`src/hdl/qmm_pkg.sv`:
```
// Shared types and constants for the quad motor mixer.
// Used by the top level, the front and back sections and the checker; depends on nothing.
`timescale 1ns / 1ps

package qmm_pkg;

    localparam int PULSE_W = 16;
    localparam int THR_W   = 7;
    localparam int TERM_W  = 8;
    localparam int INDEX_W = 2;

    // Product of throttle and span, and the offset that makes it positive.
    localparam int NUM_W   = 25;
    localparam int NUM_OFFSET = 13107200;   // 100 * Q_OFFSET
    localparam int Q_OFFSET   = 131072;

    // Reciprocal of 100, scaled by two to the DIV_SHIFT, rounded up.
    localparam int DIV_SHIFT = 31;
    localparam int REC_K     = 21474837;
    localparam int PROD_W    = 2 * NUM_W;
    localparam int QUO_W     = PROD_W - DIV_SHIFT;

    localparam int BASE_W = 20;
    localparam int MOT_W  = 24;

    localparam int MID_DEPTH_DEF = 4;
    localparam int OUT_DEPTH_DEF = 8;

    localparam logic [PULSE_W-1:0] MIN_PULSE_RST  = 16'd2000;
    localparam logic [PULSE_W-1:0] MAX_PULSE_RST  = 16'd4000;
    localparam logic [PULSE_W-1:0] KILL_PULSE_RST = 16'd2000;

    typedef enum logic [INDEX_W-1:0] {
        REG_MIN_PULSE  = 2'd0,
        REG_MAX_PULSE  = 2'd1,
        REG_KILL_PULSE = 2'd2
    } cfg_index_t;

    typedef struct packed {
        logic [PULSE_W-1:0] min_pulse;
        logic [PULSE_W-1:0] max_pulse;
        logic [PULSE_W-1:0] kill_pulse;
    } cfg_t;

    // One classified item: its base width and the three corrections.
    typedef struct packed {
        logic signed [BASE_W-1:0] base;
        logic signed [TERM_W-1:0] roll_term;
        logic signed [TERM_W-1:0] pitch_term;
        logic signed [TERM_W-1:0] yaw_term;
    } mix_item_t;

    typedef struct packed {
        logic [PULSE_W-1:0] left_front_width;
        logic [PULSE_W-1:0] right_front_width;
        logic [PULSE_W-1:0] right_back_width;
        logic [PULSE_W-1:0] left_back_width;
    } mix_result_t;

endpackage

```
`src/hdl/quad_motor_mixer.sv`:
```
// Top level of the quad motor mixer: configuration registers, the front and
// back sections, the queues between them and the flow control.
// Depends on qmm_pkg, qmm_fifo, qmm_front and qmm_back.
//
// Usage: write throttle and the roll, pitch and yaw terms with push while full
// is low; one beat is taken per cycle. Results come out in order on the four
// width ports while empty is low, and pop takes the oldest one.
// Path: a taken beat passes through two front stages, the middle queue, three
// mixing stages and the output queue to the result ports. Throughput is one
// item per cycle while pop keeps up; the multiplier stages of the front
// section and the three mixing stages are all fully pipelined.
// When the receiver stalls, the output queue (OUT_DEPTH entries) fills, the
// back section stops drawing from the middle queue, and once the front side
// holds MID_DEPTH items full rises; nothing is dropped.
// Reset clears both queues and loads min_pulse 2000, max_pulse 4000 and
// kill_pulse 2000. Registers are written with cfg_we, cfg_addr and cfg_wdata;
// write them only while no item is in flight.
`timescale 1ns / 1ps

module quad_motor_mixer #(
    parameter int MID_DEPTH = qmm_pkg::MID_DEPTH_DEF,
    parameter int OUT_DEPTH = qmm_pkg::OUT_DEPTH_DEF
) (
    input  logic                              clk,
    input  logic                              rst_n,
    input  logic                              push,
    output logic                              full,
    input  logic [qmm_pkg::THR_W-1:0]         throttle,
    input  logic signed [qmm_pkg::TERM_W-1:0] roll_term,
    input  logic signed [qmm_pkg::TERM_W-1:0] pitch_term,
    input  logic signed [qmm_pkg::TERM_W-1:0] yaw_term,
    output logic                              empty,
    input  logic                              pop,
    output logic [qmm_pkg::PULSE_W-1:0]       left_front_width,
    output logic [qmm_pkg::PULSE_W-1:0]       right_front_width,
    output logic [qmm_pkg::PULSE_W-1:0]       right_back_width,
    output logic [qmm_pkg::PULSE_W-1:0]       left_back_width,
    input  logic                              cfg_we,
    input  logic [qmm_pkg::INDEX_W-1:0]       cfg_addr,
    input  logic [qmm_pkg::PULSE_W-1:0]       cfg_wdata
);

    import qmm_pkg::*;

    localparam int MCW = $clog2(MID_DEPTH + 1);
    localparam int OCW = $clog2(OUT_DEPTH + 1);

    cfg_t        cfg_reg;
    logic        accept;
    logic        front_valid;
    mix_item_t   front_item;
    mix_item_t   mid_item;
    logic        mid_empty;
    logic        mid_pop;
    logic        back_valid;
    mix_result_t back_result;
    mix_result_t out_result;
    logic        out_pop;

    // Occupancy of each section counts items in its pipeline plus its queue.
    logic [MCW-1:0] front_occ_reg, front_occ_next;
    logic [OCW-1:0] back_occ_reg, back_occ_next;

    always_ff @(posedge clk or negedge rst_n)
    begin
        if (!rst_n)
        begin
            cfg_reg.min_pulse  <= MIN_PULSE_RST;
            cfg_reg.max_pulse  <= MAX_PULSE_RST;
            cfg_reg.kill_pulse <= KILL_PULSE_RST;
        end
        else if (cfg_we)
        begin
            case (cfg_addr)
                REG_MIN_PULSE:  cfg_reg.min_pulse  <= cfg_wdata;
                REG_MAX_PULSE:  cfg_reg.max_pulse  <= cfg_wdata;
                REG_KILL_PULSE: cfg_reg.kill_pulse <= cfg_wdata;
                default:        ;
            endcase
        end
    end

    assign full    = (front_occ_reg == MCW'(MID_DEPTH));
    assign accept  = push && !full;
    assign mid_pop = !mid_empty && (back_occ_reg < OCW'(OUT_DEPTH));
    assign out_pop = pop && !empty;

    always_comb
    begin
        front_occ_next = front_occ_reg;
        if (accept && !mid_pop)
        begin
            front_occ_next = front_occ_reg + 1'b1;
        end
        else if (!accept && mid_pop)
        begin
            front_occ_next = front_occ_reg - 1'b1;
        end

        back_occ_next = back_occ_reg;
        if (mid_pop && !out_pop)
        begin
            back_occ_next = back_occ_reg + 1'b1;
        end
        else if (!mid_pop && out_pop)
        begin
            back_occ_next = back_occ_reg - 1'b1;
        end
    end

    always_ff @(posedge clk or negedge rst_n)
    begin
        if (!rst_n)
        begin
            front_occ_reg <= '0;
            back_occ_reg  <= '0;
        end
        else
        begin
            front_occ_reg <= front_occ_next;
            back_occ_reg  <= back_occ_next;
        end
    end

    qmm_front u_front (
        .clk        (clk),
        .rst_n      (rst_n),
        .cfg        (cfg_reg),
        .in_valid   (accept),
        .throttle   (throttle),
        .roll_term  (roll_term),
        .pitch_term (pitch_term),
        .yaw_term   (yaw_term),
        .out_valid  (front_valid),
        .out_item   (front_item)
    );

    qmm_fifo #(
        .WIDTH ($bits(mix_item_t)),
        .DEPTH (MID_DEPTH)
    ) u_mid_fifo (
        .clk   (clk),
        .rst_n (rst_n),
        .push  (front_valid),
        .din   (front_item),
        .pop   (mid_pop),
        .dout  (mid_item),
        .empty (mid_empty)
    );

    qmm_back u_back (
        .clk        (clk),
        .rst_n      (rst_n),
        .cfg        (cfg_reg),
        .in_valid   (mid_pop),
        .in_item    (mid_item),
        .out_valid  (back_valid),
        .out_result (back_result)
    );

    qmm_fifo #(
        .WIDTH ($bits(mix_result_t)),
        .DEPTH (OUT_DEPTH)
    ) u_out_fifo (
        .clk   (clk),
        .rst_n (rst_n),
        .push  (back_valid),
        .din   (back_result),
        .pop   (out_pop),
        .dout  (out_result),
        .empty (empty)
    );

    assign left_front_width  = out_result.left_front_width;
    assign right_front_width = out_result.right_front_width;
    assign right_back_width  = out_result.right_back_width;
    assign left_back_width   = out_result.left_back_width;

endmodule

```
`src/hdl/qmm_fifo.sv`:
```
// Small register FIFO used between the mixer sections and at its output.
// Depends on nothing; the head entry is shown while empty is low.
`timescale 1ns / 1ps

module qmm_fifo #(
    parameter int WIDTH = 8,
    parameter int DEPTH = 4
) (
    input  logic             clk,
    input  logic             rst_n,
    input  logic             push,
    input  logic [WIDTH-1:0] din,
    input  logic             pop,
    output logic [WIDTH-1:0] dout,
    output logic             empty
);

    localparam int AW = (DEPTH > 1) ? $clog2(DEPTH) : 1;
    localparam int CW = $clog2(DEPTH + 1);
    localparam logic [AW-1:0] LAST = AW'(DEPTH - 1);

    logic [WIDTH-1:0] mem_reg [DEPTH];
    logic [AW-1:0]    wr_ptr_reg, wr_ptr_next;
    logic [AW-1:0]    rd_ptr_reg, rd_ptr_next;
    logic [CW-1:0]    count_reg, count_next;
    logic             do_pop;

    assign empty  = (count_reg == '0);
    assign dout   = mem_reg[rd_ptr_reg];
    assign do_pop = pop && !empty;

    always_comb
    begin
        wr_ptr_next = wr_ptr_reg;
        rd_ptr_next = rd_ptr_reg;
        count_next  = count_reg;
        if (push)
        begin
            wr_ptr_next = (wr_ptr_reg == LAST) ? '0 : wr_ptr_reg + 1'b1;
        end
        if (do_pop)
        begin
            rd_ptr_next = (rd_ptr_reg == LAST) ? '0 : rd_ptr_reg + 1'b1;
        end
        if (push && !do_pop)
        begin
            count_next = count_reg + 1'b1;
        end
        else if (!push && do_pop)
        begin
            count_next = count_reg - 1'b1;
        end
    end

    always_ff @(posedge clk or negedge rst_n)
    begin
        if (!rst_n)
        begin
            wr_ptr_reg <= '0;
            rd_ptr_reg <= '0;
            count_reg  <= '0;
        end
        else
        begin
            wr_ptr_reg <= wr_ptr_next;
            rd_ptr_reg <= rd_ptr_next;
            count_reg  <= count_next;
        end
    end

    always_ff @(posedge clk)
    begin
        if (push)
        begin
            mem_reg[wr_ptr_reg] <= din;
        end
    end

endmodule

```
`src/hdl/qmm_front.sv`:
```
// Front section of the mixer: scales the throttle into a base pulse width.
// Depends on qmm_pkg; a two-stage pipeline that never stalls.
`timescale 1ns / 1ps

module qmm_front (
    input  logic                          clk,
    input  logic                          rst_n,
    input  qmm_pkg::cfg_t                 cfg,
    input  logic                          in_valid,
    input  logic [qmm_pkg::THR_W-1:0]     throttle,
    input  logic signed [qmm_pkg::TERM_W-1:0] roll_term,
    input  logic signed [qmm_pkg::TERM_W-1:0] pitch_term,
    input  logic signed [qmm_pkg::TERM_W-1:0] yaw_term,
    output logic                          out_valid,
    output qmm_pkg::mix_item_t            out_item
);

    import qmm_pkg::*;

    logic signed [THR_W:0]     thr_c;
    logic signed [PULSE_W:0]   span_c;
    logic signed [NUM_W-1:0]   num_c;

    logic                      s1_valid_reg;
    logic signed [NUM_W-1:0]   num_reg;
    logic                      zero_reg;
    logic signed [TERM_W-1:0]  roll_reg, pitch_reg, yaw_reg;

    logic [NUM_W-1:0]          x_c;
    logic [PROD_W-1:0]         prod_c;
    logic [QUO_W-1:0]          quo_c;
    logic signed [BASE_W-1:0]  base_c;

    logic                      s2_valid_reg;
    mix_item_t                 item_reg;

    // Stage one: throttle times (max - min), exact in 25 signed bits.
    always_comb
    begin
        thr_c  = $signed({1'b0, throttle});
        span_c = $signed({1'b0, cfg.max_pulse}) - $signed({1'b0, cfg.min_pulse});
        num_c  = NUM_W'(thr_c) * NUM_W'(span_c);
    end

    // Stage two: the offset keeps the dividend positive, so the reciprocal
    // product gives the floor of the quotient directly, also for a negative span.
    always_comb
    begin
        x_c    = $unsigned(num_reg) + NUM_W'(NUM_OFFSET);
        prod_c = PROD_W'(x_c) * PROD_W'(REC_K);
        quo_c  = prod_c[PROD_W-1:DIV_SHIFT];
        if (zero_reg)
        begin
            base_c = $signed({{(BASE_W-PULSE_W){1'b0}}, cfg.kill_pulse});
        end
        else
        begin
            base_c = $signed({{(BASE_W-QUO_W){1'b0}}, quo_c})
                   - $signed(BASE_W'(Q_OFFSET))
                   + $signed({{(BASE_W-PULSE_W){1'b0}}, cfg.min_pulse});
        end
    end

    always_ff @(posedge clk or negedge rst_n)
    begin
        if (!rst_n)
        begin
            s1_valid_reg <= 1'b0;
            s2_valid_reg <= 1'b0;
        end
        else
        begin
            s1_valid_reg <= in_valid;
            s2_valid_reg <= s1_valid_reg;
        end
    end

    always_ff @(posedge clk)
    begin
        num_reg             <= num_c;
        zero_reg            <= (throttle == '0);
        roll_reg            <= roll_term;
        pitch_reg           <= pitch_term;
        yaw_reg             <= yaw_term;
        item_reg.base       <= base_c;
        item_reg.roll_term  <= roll_reg;
        item_reg.pitch_term <= pitch_reg;
        item_reg.yaw_term   <= yaw_reg;
    end

    assign out_valid = s2_valid_reg;
    assign out_item  = item_reg;

endmodule

```
`src/hdl/qmm_back.sv`:
```
// Back section of the mixer: roll, pitch and yaw stages with clamp and
// transfer, then saturation to 16 bits. Depends on qmm_pkg.
`timescale 1ns / 1ps

module qmm_back (
    input  logic                 clk,
    input  logic                 rst_n,
    input  qmm_pkg::cfg_t        cfg,
    input  logic                 in_valid,
    input  qmm_pkg::mix_item_t   in_item,
    output logic                 out_valid,
    output qmm_pkg::mix_result_t out_result
);

    import qmm_pkg::*;

    typedef logic signed [MOT_W-1:0] motor_t;

    typedef struct packed {
        logic signed [MOT_W-1:0] v;
        logic signed [MOT_W-1:0] p;
    } pair_t;

    // Clamp the checked motor and push the excess onto its partner.
    function automatic pair_t check_pair(motor_t v, motor_t p, motor_t lo, motor_t hi);
        pair_t r;
        r.v = v;
        r.p = p;
        if (v > hi)
        begin
            r.p = p - (v - hi);
            r.v = hi;
            if (r.p < lo)
            begin
                r.p = lo;
            end
        end
        else if (v < lo)
        begin
            r.p = p + (lo - v);
            r.v = lo;
            if (r.p > hi)
            begin
                r.p = hi;
            end
        end
        return r;
    endfunction

    function automatic logic [PULSE_W-1:0] sat16(motor_t v);
        logic [PULSE_W-1:0] r;
        if (v < 0)
        begin
            r = '0;
        end
        else if (v > $signed(MOT_W'(17'h0FFFF)))
        begin
            r = '1;
        end
        else
        begin
            r = v[PULSE_W-1:0];
        end
        return r;
    endfunction

    motor_t lo_c, hi_c;
    motor_t base_c, roll_c, pitch_c, yaw_c;
    motor_t ra [4];
    motor_t pa [4];
    motor_t ya [4];
    pair_t  rc0, rc1, pc0, pc1, yc0, yc1;

    motor_t roll_m_reg  [4];
    motor_t pitch_m_reg [4];
    motor_t yaw_m_reg   [4];
    logic signed [TERM_W-1:0] r_pitch_reg, r_yaw_reg, p_yaw_reg;
    logic   roll_valid_reg, pitch_valid_reg, yaw_valid_reg;

    assign lo_c = $signed({{(MOT_W-PULSE_W){1'b0}}, cfg.min_pulse});
    assign hi_c = $signed({{(MOT_W-PULSE_W){1'b0}}, cfg.max_pulse});

    // Roll: M1+ M2- M3- M4+, then M1 onto M3 and M4 onto M2.
    always_comb
    begin
        base_c = MOT_W'(in_item.base);
        roll_c = MOT_W'(in_item.roll_term);
        ra[0]  = base_c + roll_c;
        ra[1]  = base_c - roll_c;
        ra[2]  = base_c - roll_c;
        ra[3]  = base_c + roll_c;
        rc0    = check_pair(ra[0], ra[2], lo_c, hi_c);
        rc1    = check_pair(ra[3], ra[1], lo_c, hi_c);
    end

    // Pitch: M1+ M2+ M3- M4-, then M1 onto M4 and M2 onto M3.
    always_comb
    begin
        pitch_c = MOT_W'(r_pitch_reg);
        pa[0]   = roll_m_reg[0] + pitch_c;
        pa[1]   = roll_m_reg[1] + pitch_c;
        pa[2]   = roll_m_reg[2] - pitch_c;
        pa[3]   = roll_m_reg[3] - pitch_c;
        pc0     = check_pair(pa[0], pa[3], lo_c, hi_c);
        pc1     = check_pair(pa[1], pa[2], lo_c, hi_c);
    end

    // Yaw: M1+ M2- M3+ M4-, then M1 onto M2 and M3 onto M4.
    always_comb
    begin
        yaw_c = MOT_W'(p_yaw_reg);
        ya[0] = pitch_m_reg[0] + yaw_c;
        ya[1] = pitch_m_reg[1] - yaw_c;
        ya[2] = pitch_m_reg[2] + yaw_c;
        ya[3] = pitch_m_reg[3] - yaw_c;
        yc0   = check_pair(ya[0], ya[1], lo_c, hi_c);
        yc1   = check_pair(ya[2], ya[3], lo_c, hi_c);
    end

    always_ff @(posedge clk or negedge rst_n)
    begin
        if (!rst_n)
        begin
            roll_valid_reg  <= 1'b0;
            pitch_valid_reg <= 1'b0;
            yaw_valid_reg   <= 1'b0;
        end
        else
        begin
            roll_valid_reg  <= in_valid;
            pitch_valid_reg <= roll_valid_reg;
            yaw_valid_reg   <= pitch_valid_reg;
        end
    end

    always_ff @(posedge clk)
    begin
        roll_m_reg[0]  <= rc0.v;
        roll_m_reg[2]  <= rc0.p;
        roll_m_reg[3]  <= rc1.v;
        roll_m_reg[1]  <= rc1.p;
        r_pitch_reg    <= in_item.pitch_term;
        r_yaw_reg      <= in_item.yaw_term;

        pitch_m_reg[0] <= pc0.v;
        pitch_m_reg[3] <= pc0.p;
        pitch_m_reg[1] <= pc1.v;
        pitch_m_reg[2] <= pc1.p;
        p_yaw_reg      <= r_yaw_reg;

        yaw_m_reg[0]   <= yc0.v;
        yaw_m_reg[1]   <= yc0.p;
        yaw_m_reg[2]   <= yc1.v;
        yaw_m_reg[3]   <= yc1.p;
    end

    always_comb
    begin
        out_result.left_front_width  = sat16(yaw_m_reg[0]);
        out_result.right_front_width = sat16(yaw_m_reg[1]);
        out_result.right_back_width  = sat16(yaw_m_reg[2]);
        out_result.left_back_width   = sat16(yaw_m_reg[3]);
    end

    assign out_valid = yaw_valid_reg;

endmodule

```
`config.mk`:
```
export PLATFORM = sky130hd
export DESIGN_NAME = quad_motor_mixer
export DESIGN_NICKNAME = d
export VERILOG_FILES = /design/src/hdl/qmm_pkg.sv /design/src/hdl/quad_motor_mixer.sv /design/src/hdl/qmm_fifo.sv /design/src/hdl/qmm_front.sv /design/src/hdl/qmm_back.sv
export SDC_FILE = /design/constraint.sdc
export NUM_CORES = 2
export LEC_CHECK = 0
export BUFFER_PORTS_ARGS = -buffer_cell sky130_fd_sc_hd__buf_2
export CAP_MARGIN = 20
export CORE_MARGIN = 1.5
export CORE_UTILIZATION = 30
export CTS_CLUSTER_SIZE = 24
export DETAILED_ROUTE_END_ITERATION = 12
export SYNTH_ARGS = -nofsm -noshare
export SYNTH_HDL_FRONTEND = slang
export SYNTH_SLANG_ARGS = --single-unit
export TNS_END_PERCENT = 1
```
`constraint.sdc`:
```
create_clock -name clk -period 20.9 [get_ports clk]
set_clock_uncertainty 0.15 [all_clocks]
set_input_delay 2.09 -clock clk [delete_from_list [all_inputs] [get_ports clk]]
set_output_delay 2.09 -clock clk [all_outputs]
set_load 0.03 [all_outputs]
```
[After elaboration in Yosys (flattened, before gate mapping)]
Memory sizes are Yosys's and may differ from the RTL's.
Index checks and enable logic that the tools add are counted.
Storage, ports and cells
  register bits after elaboration: 195
  bits in writable memories: 976
  input bits: 54
  output and inout bits: 66
  logic and storage cells: 197
  memories: 5
Memories
  u_out_fifo.mem_reg: depth 8, width 64, rd ports 1, clocked after memory_dff 0, write ports 1, RTL line qmm_fifo.sv:22  | logic [WIDTH-1:0] mem_reg [DEPTH];
  u_mid_fifo.mem_reg: depth 4, width 44, rd ports 1, clocked after memory_dff 0, write ports 1, RTL line qmm_fifo.sv:22
  u_back.pitch_m_reg: depth 4, width 24, rd ports 4, clocked after memory_dff 0, write ports 4, RTL line qmm_back.sv:75  | motor_t pitch_m_reg [4];
  u_back.roll_m_reg: depth 4, width 24, rd ports 4, clocked after memory_dff 0, write ports 4, RTL line qmm_back.sv:74  | motor_t roll_m_reg [4];
  u_back.yaw_m_reg: depth 4, width 24, rd ports 4, clocked after memory_dff 0, write ports 4, RTL line qmm_back.sv:76  | motor_t yaw_m_reg [4];
Operators by class
  add/subtract/negate cells: 46
  $mul: 2
  $lt $le $gt $ge: 29
  equal/unequal tests: 7
  muxes and demuxes: 45
  reductions and logical operators: 34
Operators with widths (count)
  $mux W48: 10
  $gt A24 B17 Y1: 10
  $lt A24 B17 Y1: 10
  $mux W24: 10
  $mux W16: 9
  $add A24 B24 Y24: 5
  $sub A17 B24 Y24: 5
  $sub A24 B17 Y24: 5
  $sub A24 B24 Y24: 5
  $add A24 B8 Y24: 4
  $gt A24 B17 Y1 const B: 4
  $lt A24 B1 Y1 const B: 4
  $sub A24 B8 Y24: 4
  $mul A25 B25 Y50 const B: 1
  $add A25 B24 Y25 const B: 1
  $mul A8 B17 Y25: 1
  $add A20 B8 Y21: 1
  $sub A20 B8 Y21: 1
  $add A20 B17 Y20: 1
  $sub A19 B18 Y20 const B: 1
  $mux W3: 6
  $sub A16 B16 Y17: 1
  $mux W4: 4
  $logic_and A1 B1 Y1: 13
  18 further kinds: 47

[Logic depth before layout (Yosys ltp)]
An unclocked memory read counts as a cell.
  depth in word-level cells: 8
  depth in mapped cells: 40
  gate-level depth less buffers: 40

[Cells and area by module]
From an unflattened synthesis, not the netlist that was laid out.
Unflattened totals
  cells, all modules: 8772
  area, all modules: 92063.3 um2
By module, submodules not included
  qmm_back: times used 1, cells an instance 5540, area each 44017.2 um2, seq. area each 5300.1 um2
  qmm_fifo at u_out_fifo: times used 1, cells an instance 805, area each 19851.5 um2, seq. area each 15625.0 um2
  qmm_front: times used 1, cells an instance 2014, area each 19047.0 um2, seq. area each 1931.9 um2
  qmm_fifo at u_mid_fifo: times used 1, cells an instance 266, area each 6834.1 um2, seq. area each 5460.2 um2
  quad_motor_mixer: times used 1, cells an instance 147, area each 2313.5 um2, seq. area each 1398.8 um2

[Worst setup path after synthesis]
Ideal clock, no wire load.
  path kind: register -> register
  from: register u_mid_fifo.rd_ptr_reg[0]
  to: memory u_back.roll_m_reg[2][6] (netlist bit)
  setup time: 0.134 ns
  arrival time: 8.332 ns
  required time: 20.616 ns
  path slack: 12.284 ns
  cell stages (with the launch flop): 40
  buffers on the path: 4
  period minus slack after synthesis: 8.616 ns
  cells stage by stage: dfrtp_1 clkbuf_1 buf_1 mux4_2 inv_1 ha_1 inv_1 fa_1 a21o_1 a21oi_1 o21ai_0 a21o_1 a21oi_1 inv_1 a41o_1 xor2_1 inv_1 fa_1 (+4 left out) o31ai_1 o21bai_1 a21oi_1 xnor2_1 ha_1 nand4_1 nor2_1 a211oi_1 nand3_1 a31oi_1 nand3_1 nor4b_1 ha_1 clkbuf_1 clkbuf_1 mux2_2 nand2_1 o211ai_1
RTL lines
  start: declaration: RTL line qmm_fifo.sv:24  | logic [AW-1:0] rd_ptr_reg, rd_ptr_next;
  start signal: assignment: RTL line qmm_fifo.sv:66  | rd_ptr_reg <= rd_ptr_next;
  end: declaration: RTL line qmm_back.sv:74

[Worst setup path after layout]
  from: register u_front.num_reg[19]
  to: register u_front.item_reg (netlist bit u_front.out_item[42])
Between the ends
  cells in the longest elaborated chain, start to end: 4
Ends and longest elaborated chain
  start: declaration: RTL line qmm_front.sv:25  | logic signed [NUM_W-1:0] num_reg;
  start signal: assignment: RTL line qmm_front.sv:80  | num_reg <= num_c;
  $add A25 B24 Y25: RTL line qmm_front.sv:49  | x_c = $unsigned(num_reg) + NUM_W'(NUM_OFFSET);
  $mul A25 B25 Y50: RTL line qmm_front.sv:50  | prod_c = PROD_W'(x_c) * PROD_W'(REC_K);
  $sub A19 B18 Y20: RTL line qmm_front.sv:59  | - $signed(BASE_W'(Q_OFFSET))
  $add A20 B17 Y20: RTL line qmm_front.sv:60  | + $signed({{(BASE_W-PULSE_W){1'b0}}, cfg.min_pulse});
  end: declaration: RTL line qmm_front.sv:35  | mix_item_t item_reg;
Every way passes these cells.
A chain may end at the register's enable or synchronous reset.

==> insert_results.sql <==
INSERT INTO impl_metrics (metric_group, metric, value, unit) VALUES
('outcome', 'status', 'complete, no violations', ''),
('route', 'wl_per_cell', '21.5', 'um'),
('global_routing', 'global_route.overflow_total', '0', ''),
('logic_synthesis', 'async_flop_share', '6.88', '%'),
('floorplanning', 'die_ar', '0.304', 'sq mm'),
('clock_tree', 'maximum_level_of_the_cts_h_tree', '3', ''),
('logic_synthesis', 'synth_enable_flop_cells', '688', ''),
('finish', 'areaGrowthSynthToFinish', '10.9', '%'),
('timing', 'worst_slew_margin_relative_to_its_limit', '25.2', '%'),
('critical_path', 'crit_fanout', '8', ''),
('global_routing', 'antenna_violations_before_repair', '23', ''),
('critical_path', 'critPathKind', 'reg -> reg', ''),
('critical_path', 'critical_path_max_stage_delay', '0.53', 'ns'),
('global_routing', 'grt_pass1_wl', '410000', 'um'),
('logic_synthesis', 'synth-adder-area-share', '26.9', '%'),
('route', 'remaining_drc_errors', '0', ''),
('place', 'routabilityCongestion', '0.964', ''),
('floorplanning', 'std_cell_rows', '201', ''),
('timing', 'post-route-min-period', '9.59', 'ns'),
('critical_path', 'critPathArrivalTime', '10.02', 'ns'),
('timing', 'transition_time_of_the_tightest_slew_check_pin', '1.09', 'ns'),
('critical_path', 'start_kind', 'register', ''),
('clock_tree', 'ctsHoldBuffers', '0', ''),
('timing', 'report.final.slew_viol_count', '0', ''),
('finish', 'largest_reg_flops', '512', ''),
('route', 'vias', '66000', ''),
('logic_synthesis', 'synth_ff_type', 'sky130_fd_sc_hd__edfxtp_1', ''),
('logic_synthesis', 'synthSimpleGateAreaFrac', '9.06', '%'),
('worst_hold_path', 'hp-class', 'reg -> reg', ''),
('finish', 'final_common_cell', 'sky130_fd_sc_hd__ha_1', ''),
('global_routing', 'global_route.peak_usage_layer', 'met2', ''),
('logic_synthesis', 'netlist_instances', '8538', ''),
('logic_synthesis', 'complex_gate_fraction_of_the_synthesized_area', '13.2', '%'),
('clock_tree', 'cts_made_buffers', '109', ''),
('clock_tree', 'cts_tree', 'built', ''),
('logic_synthesis', 'synth_top_family_by_area', 'adder cells', ''),
('route', 'routed_wirelength', '274000', 'um'),
('critical_path', 'cp.required', '21.33', 'ns'),
('timing', 'final_min_period_over_clock_period', '45.9', '%'),
('job', 'max-cap-violations', '0', ''),
('critical_path', 'end_kind', 'register', ''),
('route', 'final_antenna_net_count', '0', ''),
('place', 'area_of_placed_instances', '0.0960', 'sq mm'),
('route', 'drt-vias-per-instance', '5.17', ''),
('finish', 'layout.cells.most_common_list', 'sky130_fd_sc_hd__ha_1, sky130_fd_sc_hd__inv_1, sky130_fd_sc_hd__edfxtp_1, sky130_fd_sc_hd__a21oi_1, sky130_fd_sc_hd__nor2_1', ''),
('finish', 'sequential_cell_area', '0.0297', 'sq mm'),
('timing', 'totalNegativeSetupSlack', '0', 'ns'),
('finish', 'multi_input_area', '0.0558', 'sq mm'),
('clock_tree', 'clkLatencyLatePin', '0.79', 'ns'),
('global_routing', 'globalRouteTotalUtil', '17.7', '%'),
('logic_synthesis', 'post_synth_num_cell_types', '107', ''),
('logic_synthesis', 'synth.avg_cell_area', '10.6', 'sq um'),
('critical_path', 'kind_of_cell_adding_the_most_delay_to_the_critical_path', 'adder cells', ''),
('logic_synthesis', 'synth_warnings', '0', ''),
('timing', 'rsz0062_at_grt', 'false', ''),
('global_routing', 'globalRouteMet3Util', '2.87', '%'),
('logic_synthesis', 'synth.cell_area', '0.0901', 'sq mm'),
('timing', 'finalWorstSetupSlack', '11.31', 'ns'),
('timing', 'hold_violations', '0', ''),
('clock_tree', 'clk_root_buffer_cell', 'sky130_fd_sc_hd__clkbuf_16', ''),
('logic_synthesis', 'flip_flop_and_latch_count_after_synthesis', '1120', ''),
('clock_tree', 'clk_transition_reported_paths', '0.06', 'ns'),
('floorplanning', 'fp.dieW', '551', 'um'),
('timing', 'finalSetupViolCount', '0', ''),
('floorplanning', 'floorplan.die.height', '551', 'um'),
('place', 'numPortBuffers', '119', ''),
('clock_tree', 'tritoncts_num_sinks', '1120', ''),
('floorplanning', 'placeableCoreArea', '0.299', 'sq mm'),
('logic_synthesis', 'synth_xor_xnor_area_share', '4.89', '%'),
('timing', 'hold-worst-slack', '0.127', 'ns'),
('critical_path', 'worst_path_max_delay_cell', 'sky130_fd_sc_hd__fa_1', '');
-- kinds of logic after synthesis --
family / Yosys count
flops: 1120
simple gates: 1709
other cells: 1
mux: 446
xor+xnor: 493
buf+inv: 1276
compound gates: 1846
fa+ha+maj: 1647
-- metal layers --
layer  vias to the layer above  share of wire, %
met5                         -             0.046
met4                        18               3.5
met3                       412               7.2
met2                      2159                44
met1                     32800                45
li1                      30600                 -
-- path summary, 6_finish.rpt --
kind	start	endpoint	slack, ns	cells after the start
min reg2reg	u_front.yaw_reg[0]	u_front.out_item[0]	0.13	0
min in group asynchronous	rst_n	u_mid_fifo.wr_ptr_reg[0]	1.08	1
min	u_front.yaw_reg[0]	u_front.out_item[0]	0.13	0
max	u_front.num_reg[19]	u_front.out_item[42]	11.31	34
max in group asynchronous	rst_n	u_out_fifo.rd_ptr_reg[1]	18.16	2
max reg2reg	u_front.num_reg[19]	u_front.out_item[42]	11.31	34
-- metrics by stage --
stage,utilization [%],cells
floorplan,-,8576
detailed placement,32.1,12500
CTS,33.4,12700
global route,33.4,12800
finish,33.4,12800
global placement,32.1,12500
-- cell type report --
type	count	area share, %
antenna	6	0.0150
sequential	1120	29.7
timing repair buffer	256	1.69
tap	3958	4.95
inverter	1031	3.87
clock buffer	129	2.91
multi-input combinational	6180	55.8
clock inverter	78	0.968
-- cell usage after synthesis (all sizes together) (55+ instances only) --
| library cell | n | area, sq um |
|---|---|---|
| ha | 1159 | 14500 |
| inv | 1027 | 3850 |
| edfxtp | 688 | 20700 |
| a21oi | 548 | 2750 |
| nor2 | 548 | 2060 |
| fa | 488 | 9770 |
| nand2 | 424 | 1600 |
| o21ai | 378 | 1890 |
| dfxtp | 355 | 7110 |
| xnor2 | 327 | 2880 |
| a21o | 234 | 1760 |
| clkbuf | 194 | 728 |
| mux4 | 172 | 3870 |
| xor2 | 161 | 1410 |
| mux2 | 147 | 1660 |
| mux2i | 127 | 1270 |
| nor3 | 126 | 636 |
| and2 | 98 | 613 |
| o21a | 97 | 728 |
| a211oi | 88 | 661 |
| nand2b | 88 | 551 |
| nand3 | 84 | 420 |
| nor2b | 75 | 469 |
| nand4 | 70 | 438 |
| o21bai | 69 | 518 |
| dfrtp | 59 | 1480 |
| o211ai | 55 | 413 |
Power is not shown: default switching activity piles up to over one toggle a cycle in this logic, so the estimate is an artifact.
